`src/design/ipd_frame_payload_extractor_defines.svh`:
```
// ----------------------------------------------------------------------------
// IPD deframer assertion macros
// Concurrent assertion wrappers on clk / rst_n; define ASSERT_OFF to drop them.
// ----------------------------------------------------------------------------
`ifndef IPD_FRAME_PAYLOAD_EXTRACTOR_DEFINES_SVH
`define IPD_FRAME_PAYLOAD_EXTRACTOR_DEFINES_SVH
`ifndef ASSERT_OFF
// property holds at every clock edge outside reset
`define IPD_ASSERT(lbl, prop) \
    lbl: assert property (@(posedge clk) disable iff (!rst_n) (prop)) \
        else $error("ipd assertion failed");
// condition never seen at a clock edge outside reset
`define IPD_ASSERT_NEVER(lbl, cond) \
    lbl: assert property (@(posedge clk) disable iff (!rst_n) !(cond)) \
        else $error("ipd forbidden condition seen");
`else
`define IPD_ASSERT(lbl, prop)
`define IPD_ASSERT_NEVER(lbl, cond)
`endif
`endif

```
`src/design/ipd_pkg.sv`:
```
// ----------------------------------------------------------------------------
// IPD deframer package
// Header characters, hunt positions and small types of the frame deframer.
// ----------------------------------------------------------------------------
package ipd_pkg;

    // hunt position: 0..4 header index, GATHER_POS gathering length chars
    typedef logic [2:0] hunt_pos_t;
    typedef logic [2:0] char_cnt_t;
    typedef logic [7:0] byte_t;

    localparam hunt_pos_t GATHER_POS = 3'd5;

    localparam byte_t CHAR_PLUS  = 8'h2B;  // '+'
    localparam byte_t CHAR_I     = 8'h49;  // 'I'
    localparam byte_t CHAR_P     = 8'h50;  // 'P'
    localparam byte_t CHAR_D     = 8'h44;  // 'D'
    localparam byte_t CHAR_COMMA = 8'h2C;  // ','
    localparam byte_t CHAR_COLON = 8'h3A;  // ':'
    localparam byte_t CHAR_ZERO  = 8'h30;  // '0'
    localparam byte_t CHAR_NINE  = 8'h39;  // '9'

    // expected header character at a hunt position
    function automatic byte_t header_char(input hunt_pos_t pos);
        byte_t c;
        case (pos)
            3'd0:    c = CHAR_PLUS;
            3'd1:    c = CHAR_I;
            3'd2:    c = CHAR_P;
            3'd3:    c = CHAR_D;
            3'd4:    c = CHAR_COMMA;
            default: c = CHAR_COMMA;
        endcase
        return c;
    endfunction

endpackage

```
`src/design/ipd_frame_payload_extractor.sv`:
```
// ----------------------------------------------------------------------------
// IPD frame payload extractor: pulls payload out of "+IPD,<len>:<data>" frames.
// The result word is registered from the accepted byte; one byte per cycle while in_stall is low.
// in_stall only when the result register is full and out_stall is high.
// rst_n (async, low) clears hunt, length and payload count, result invalid.
// ----------------------------------------------------------------------------
`include "ipd_frame_payload_extractor_defines.svh"

module ipd_frame_payload_extractor
    import ipd_pkg::*;
#(
    parameter int LENGTH_CHARS_MAX = 6,
    parameter int LENGTH_WIDTH     = 16
)
(
    input  logic       clk,
    input  logic       rst_n,
    input  logic       in_valid,
    output logic       in_stall,
    input  logic [7:0] rx_byte,
    input  logic       passthrough,
    output logic       out_valid,
    input  logic       out_stall,
    output logic [7:0] data_byte,
    output logic       last_of_payload
);

    typedef logic [LENGTH_WIDTH-1:0] len_t;

    hunt_pos_t hunt_reg,      hunt_next;
    len_t      accum_reg,     accum_next;
    char_cnt_t seen_reg,      seen_next;
    logic      stopped_reg,   stopped_next;
    len_t      remain_reg,    remain_next;
    logic      out_valid_reg, out_valid_next;
    byte_t     data_reg,      data_next;
    logic      last_reg,      last_next;

    logic      accept;
    logic      emit;
    logic      is_digit;
    len_t      accum_upd;
    char_cnt_t seen_inc;

    // take a new word unless a held result cannot leave
    assign in_stall = out_valid_reg & out_stall;
    assign accept   = in_valid & ~in_stall;

    assign is_digit = (rx_byte inside {[CHAR_ZERO:CHAR_NINE]});
    assign seen_inc = seen_reg + 3'd1;

    // accum * 10 + digit as two shifts and adds
    assign accum_upd = {accum_reg[LENGTH_WIDTH-4:0], 3'b000}
                     + {accum_reg[LENGTH_WIDTH-2:0], 1'b0}
                     + LENGTH_WIDTH'(rx_byte[3:0]);

    // deframing state update
    always_comb
    begin
        hunt_next    = hunt_reg;
        accum_next   = accum_reg;
        seen_next    = seen_reg;
        stopped_next = stopped_reg;
        remain_next  = remain_reg;
        emit         = 1'b0;
        data_next    = rx_byte;
        last_next    = 1'b0;

        if (accept)
        begin
            if (passthrough)
            begin
                emit = 1'b1;
            end
            else if (remain_reg != '0)
            begin
                emit        = 1'b1;
                last_next   = (remain_reg == LENGTH_WIDTH'(1));
                remain_next = remain_reg - LENGTH_WIDTH'(1);
            end
            else if (hunt_reg < GATHER_POS)
            begin
                if (rx_byte == header_char(hunt_reg))
                begin
                    hunt_next = hunt_reg + 3'd1;
                    if (hunt_next == GATHER_POS)
                    begin
                        accum_next   = '0;
                        seen_next    = '0;
                        stopped_next = 1'b0;
                    end
                end
                else
                begin
                    hunt_next = '0;
                end
            end
            else if (rx_byte == CHAR_COLON)
            begin
                remain_next  = accum_reg;
                hunt_next    = '0;
                accum_next   = '0;
                seen_next    = '0;
                stopped_next = 1'b0;
            end
            else
            begin
                // atoi: digits only until the first non-digit
                if (!stopped_reg && is_digit)
                begin
                    accum_next = accum_upd;
                end
                else
                begin
                    stopped_next = 1'b1;
                end
                seen_next = seen_inc;
                if (seen_inc >= 3'(LENGTH_CHARS_MAX))
                begin
                    remain_next  = accum_next;
                    hunt_next    = '0;
                    accum_next   = '0;
                    seen_next    = '0;
                    stopped_next = 1'b0;
                end
            end
        end
    end

    // result register
    always_comb
    begin
        if (emit)
        begin
            out_valid_next = 1'b1;
        end
        else if (!out_stall)
        begin
            out_valid_next = 1'b0;
        end
        else
        begin
            out_valid_next = out_valid_reg;
        end
    end

    always_ff @(posedge clk or negedge rst_n)
    begin
        if (!rst_n)
        begin
            hunt_reg      <= '0;
            accum_reg     <= '0;
            seen_reg      <= '0;
            stopped_reg   <= 1'b0;
            remain_reg    <= '0;
            out_valid_reg <= 1'b0;
        end
        else
        begin
            hunt_reg      <= hunt_next;
            accum_reg     <= accum_next;
            seen_reg      <= seen_next;
            stopped_reg   <= stopped_next;
            remain_reg    <= remain_next;
            out_valid_reg <= out_valid_next;
        end
    end

    // payload of the result word, loaded only on emit
    always_ff @(posedge clk)
    begin
        if (emit)
        begin
            data_reg <= data_next;
            last_reg <= last_next;
        end
    end

    assign out_valid       = out_valid_reg;
    assign data_byte       = data_reg;
    assign last_of_payload = last_reg;

    // checks
    `IPD_ASSERT(a_payload_idle_hunt, (remain_reg != '0) |-> (hunt_reg == '0 && seen_reg == '0))
    `IPD_ASSERT_NEVER(a_seen_below_max, seen_reg >= 3'(LENGTH_CHARS_MAX))
    `IPD_ASSERT(a_stop_only_gather, stopped_reg |-> (hunt_reg == GATHER_POS))
    `IPD_ASSERT(a_last_flag, (accept && !passthrough && remain_reg == LENGTH_WIDTH'(1)) |=> (out_valid_reg && last_reg && remain_reg == '0))

endmodule
```
`config.mk`:
```
export PLATFORM = sky130hd
export DESIGN_NAME = ipd_frame_payload_extractor
export DESIGN_NICKNAME = d
export VERILOG_FILES = /design/src/design/ipd_pkg.sv /design/src/design/ipd_frame_payload_extractor.sv
export VERILOG_INCLUDE_DIRS = /design/src /design/src/design
export SDC_FILE = /design/constraint.sdc
export NUM_CORES = 1
export LEC_CHECK = 0
export BUFFER_PORTS_ARGS = -buffer_cell sky130_fd_sc_hd__buf_2
export CAP_MARGIN = 20
export CORE_ASPECT_RATIO = 0.75
export CORE_MARGIN = 2
export CORE_UTILIZATION = 50
export CTS_BUF_LIST = sky130_fd_sc_hd__clkbuf_8 sky130_fd_sc_hd__clkbuf_16
export CTS_CLUSTER_DIAMETER = 100
export DETAILED_ROUTE_END_ITERATION = 16
export GPL_TIMING_DRIVEN = 0
export HOLD_SLACK_MARGIN = 0.12
export PLACE_DENSITY = 0.72
export SETUP_SLACK_MARGIN = 0.4
export SLEW_MARGIN = 0
export SYNTH_ARGS = -nofsm -noshare
export SYNTH_HDL_FRONTEND = slang
export SYNTH_SLANG_ARGS = --single-unit
```
`constraint.sdc`:
```
create_clock -name clk -period 3.2 [get_ports clk]
set_input_delay 0.32 -clock clk [delete_from_list [all_inputs] [get_ports clk]]
set_output_delay 0.32 -clock clk [all_outputs]
set_load 0.02 [all_outputs]
```
==> metrics.md <==
| Metric | Value |
|---|---|
| Status | `finished clean` |
| Final setup margin | `roughly 0.48 ns` |
| Final routed DRC violation total | `0` |
| Wire length per cell | `around 19 um` |
| Latest clock arrival within the worst-skew pair | `roughly 0.30 ns` |
| CP endpoint kind | `flip-flop` |
| Met3 routed WL | `717 um` |
| First-pass GRT wire length | `about 17000 um` |
| Die X | `between 100 and 150 um` |
| Worst-case clock buffer depth | `2` |
| Reg-to-reg endpoint | `accum_reg[9]$_DFFE_PN0P_` |
| Multi-input logic area | `approximately 0.0025 mm^2` |
| Worst rel slew slack | `between 30% and 40%` |
| Worst setup SP type | `flip-flop` |
| Final count of negative-setup-slack endpoints | `0` |
| Syn Inst Count | `between 400 and 500` |
| Layout area overhead | `13.7%` |
| Syn avg cell area | `a little over 9 um^2` |
| CP arrival | `roughly 3.0 ns` |
| Final Hold Vio Count | `0` |
| Unrepaired setup endpoints after global routing | `true` |
| Slew @ Worst Pin | `approximately 0.93 ns` |
| Nets | `a little over 500` |
| GR Overflow Total | `0` |
| Row cnt | `27` |
| Via density | `6.37` |
| Cell area after layout | `0.00438 mm^2` |
| R2r worst-path depth | `9` |
| CTS sink count | `between 40 and 50` |
| I/O Pins | `24` |
| PD cells | `approximately 400 mW/mm^2` |
| Max-Cap Viols | `0` |
| Post-CTS Hold Buffers | `0` |
| Fill cell count | `627` |
| M1 wire length | `about 5000 um` |
| Placed insts | `about 550` |
| Final cell utilization of the core | `between 50% and 60%` |
| I/O Buffers | `23` |
| Sequential element share of the synthesized area | `around a third` |
| Antenna violations before repair | `0` |
| Inserted Clock Buffers | `5` |
| Seq cells post-synth | `slightly below 50` |
| Pins Over Slew Limit | `0` |
| Largest net degree at the start of global routing | `a little over 40` |
| Antenna cells | `0` |
| Final setup TNS | `0 ns` |
| Routed vias | `3584` |
| H-tree depth | `2` |
| Distinct cells, synth | `69` |
| Total power | `1.75 mW` |
| Final std cells w/o fill | `563` |
| Setup slack, reg-to-reg | `roughly 0.48 ns` |
| Critical Path RT | `between 3 and 4 ns` |
| FF+latch area | `between 0.001 and 0.0015 mm^2` |
| TritonRoute pass-1 iters | `7` |
| VDD IR-drop max | `around 0.23 mV` |
| R2r startpoint | `accum_reg[3]$_DFFE_PN0P_` |
| Root buf cell | `clkbuf_8` |
| Clock slew at reported path FFs | `0.10 ns` |
| Top-area cell type share of the netlist area | `roughly a quarter` |
| Mapped cell area | `between 0.003 and 0.004 mm^2` |
| Fmax | `368 MHz` |
| Die H | `80.0 um` |
| Share of cells above drive strength 1 | `between 10% and 20%` |
| Final ANT Viol Nets | `0` |
| CP max FO | `7` |
| DP Area | `about 0.004 mm^2` |
| Synthesized Nets | `between 400 and 500` |
| Post-synth top cells | `dfrtp_1, ha_1, nand2_1` |
| Total track usage | `between 20% and 30%` |
| Initial Util | `around 52%` |
| Metal2 WL | `4670 um` |
| Gpl congestion | `~0.9` |
| Largest area contributor in the netlist | `dfrtp_1` |
| Clock period minus worst slack | `between 2 and 3 ns` |
| WL final | `10400 um` |
| Worst hold path class | `in -> async` |
| LEAKAGE | `between 1.5 and 2 nW` |
| Core area | `0.00740 mm^2` |
| FFs w/ async S/R, synth | `81.6%` |
| Clock Skew | `~0.0073 ns` |
| Die ar. | `approximately 0.0084 mm^2` |
| Ys flop type | `dfrtp_1` |
| Yosys warning total | `0` |
| DP HPWL | `around 7800 um` |
| CTS tree | `yes` |
| Vias in the first global route | `~3300` |
| Top area cells in the synthesized netlist | `dfrtp_1, ha_1, edfxtp_1` |
| Setup WS pre-CTS | `between 0.07 and 0.08 ns` |
| Worst hold-check slack | `approximately 0.14 ns` |
| Top-count cell post-synth | `dfrtp_1` |
| Final period util | `between 80 and 90%` |
| Initial DRC Count | `296` |
| Highest metal used | `met4` |
| Number of synthesized flops with an enable pin | `9` |
| WS Path Type | `reg -> reg` |
==> cells in the final DEF, fill, tap and decap left out, drive strengths merged, types with 3 or more instances in the layout <==
cell type	count
a211oi	6
a21o	5
a21oi	25
a22o	13
a22oi	3
a31oi	7
a41oi	3
and2	4
and3	4
buf	35
clkbuf	20
dfrtp	40
edfxtp	9
ha	37
inv	22
mux2i	3
nand2	33
nand2b	4
nand3	18
nor2	22
nor2b	5
nor3	3
nor3b	6
nor4	7
o2111ai	3
o211ai	6
o21a	5
o21ai	33
o221ai	3
o2bb2ai	7
o31ai	3
o41ai	3
or2	5
or3	6
or3b	3
or4	6
xnor2	10
xor2	4
==> where the power goes <==
group	internal [mW]	switching (mW)	total (mW)
registers	0.734	0.112	0.846
clock network	0.176	0.222	0.398
logic	0.206	0.305	0.511
==> cells by family (layout without fill, tap and decap cells) <==
kind of cell | after synthesis | after routing | share of synthesized area (%)
AO/OA/AOI/OAI | 143 | 143 | 25.9
AND/OR/NAND/NOR | 134 | 134 | 19.5
flip-flops | 49 | 49 | 33.0
buffers and inverters | 40 | 79 | 4.29
adder cells (fa/ha/maj) | 39 | 39 | 13.1
XOR/XNOR | 14 | 14 | 3.18
multiplexers | 4 | 4 | 1.07
==> worst max-delay path by stage <==
stage | start | endpoint | slack [ns] | depth (start not counted)
global placement | rx_byte[3] | remain_reg[13]$_DFFE_PN0P_ | 0.13 | 11
CTS | accum_reg[0]$_DFFE_PN0P_ | accum_reg[9]$_DFFE_PN0P_ | 0.39 | 10
detailed placement | rx_byte[3] | remain_reg[13]$_DFFE_PN0P_ | 0.07 | 11
finish | accum_reg[3]$_DFFE_PN0P_ | accum_reg[9]$_DFFE_PN0P_ | 0.48 | 9
floorplan | hunt_reg[1]$_DFFE_PN0P_ | accum_reg[11]$_DFFE_PN0P_ | 0.53 | 7
global route | accum_reg[3]$_DFFE_PN0P_ | remain_reg[8]$_DFFE_PN0P_ | 0.38 | 9
==> worst max-delay path, cell delays in order (launching register included) <==
cell and delay, ns:
dfrtp_1 0.45, ha_1 0.32, ha_1 0.29, clkbuf_2 0.17, a21o_1 0.24, a31o_2 0.27, o31ai_1 0.27, a311oi_2 0.18
o41ai_2 0.32, a22o_1 0.16
==> routing by layer <==
metal	GRT usage, %	vias to the layer above
li1	-	1684
met1	36.8	1756
met2	39.6	132
met3	5.06	12
met4	3.73	0
met5	0	-
==> final cells by class <==
class / instances / share of cell area (%)
plain buffers: 18 / 2.11
clock buffers: 6 / 1.88
clock inverters: 2 / 0.314
inverters: 22 / 1.88
multi-input cells: 334 / 58.0
flip-flops and latches: 49 / 29.0
well taps: 101 / 2.88
repair buffers: 31 / 3.94
==> repair_timing <==
action / CTS / global route
gates cloned: 0 / 0
pin swaps: 3 / 9
resized for setup: 12 / 22
setup endpoints to repair: 30 / 28
hold endpoints to repair: 0 / 0
buffers inserted: 5 / 2
No activity file was read; power rests on OpenSTA's default activity.
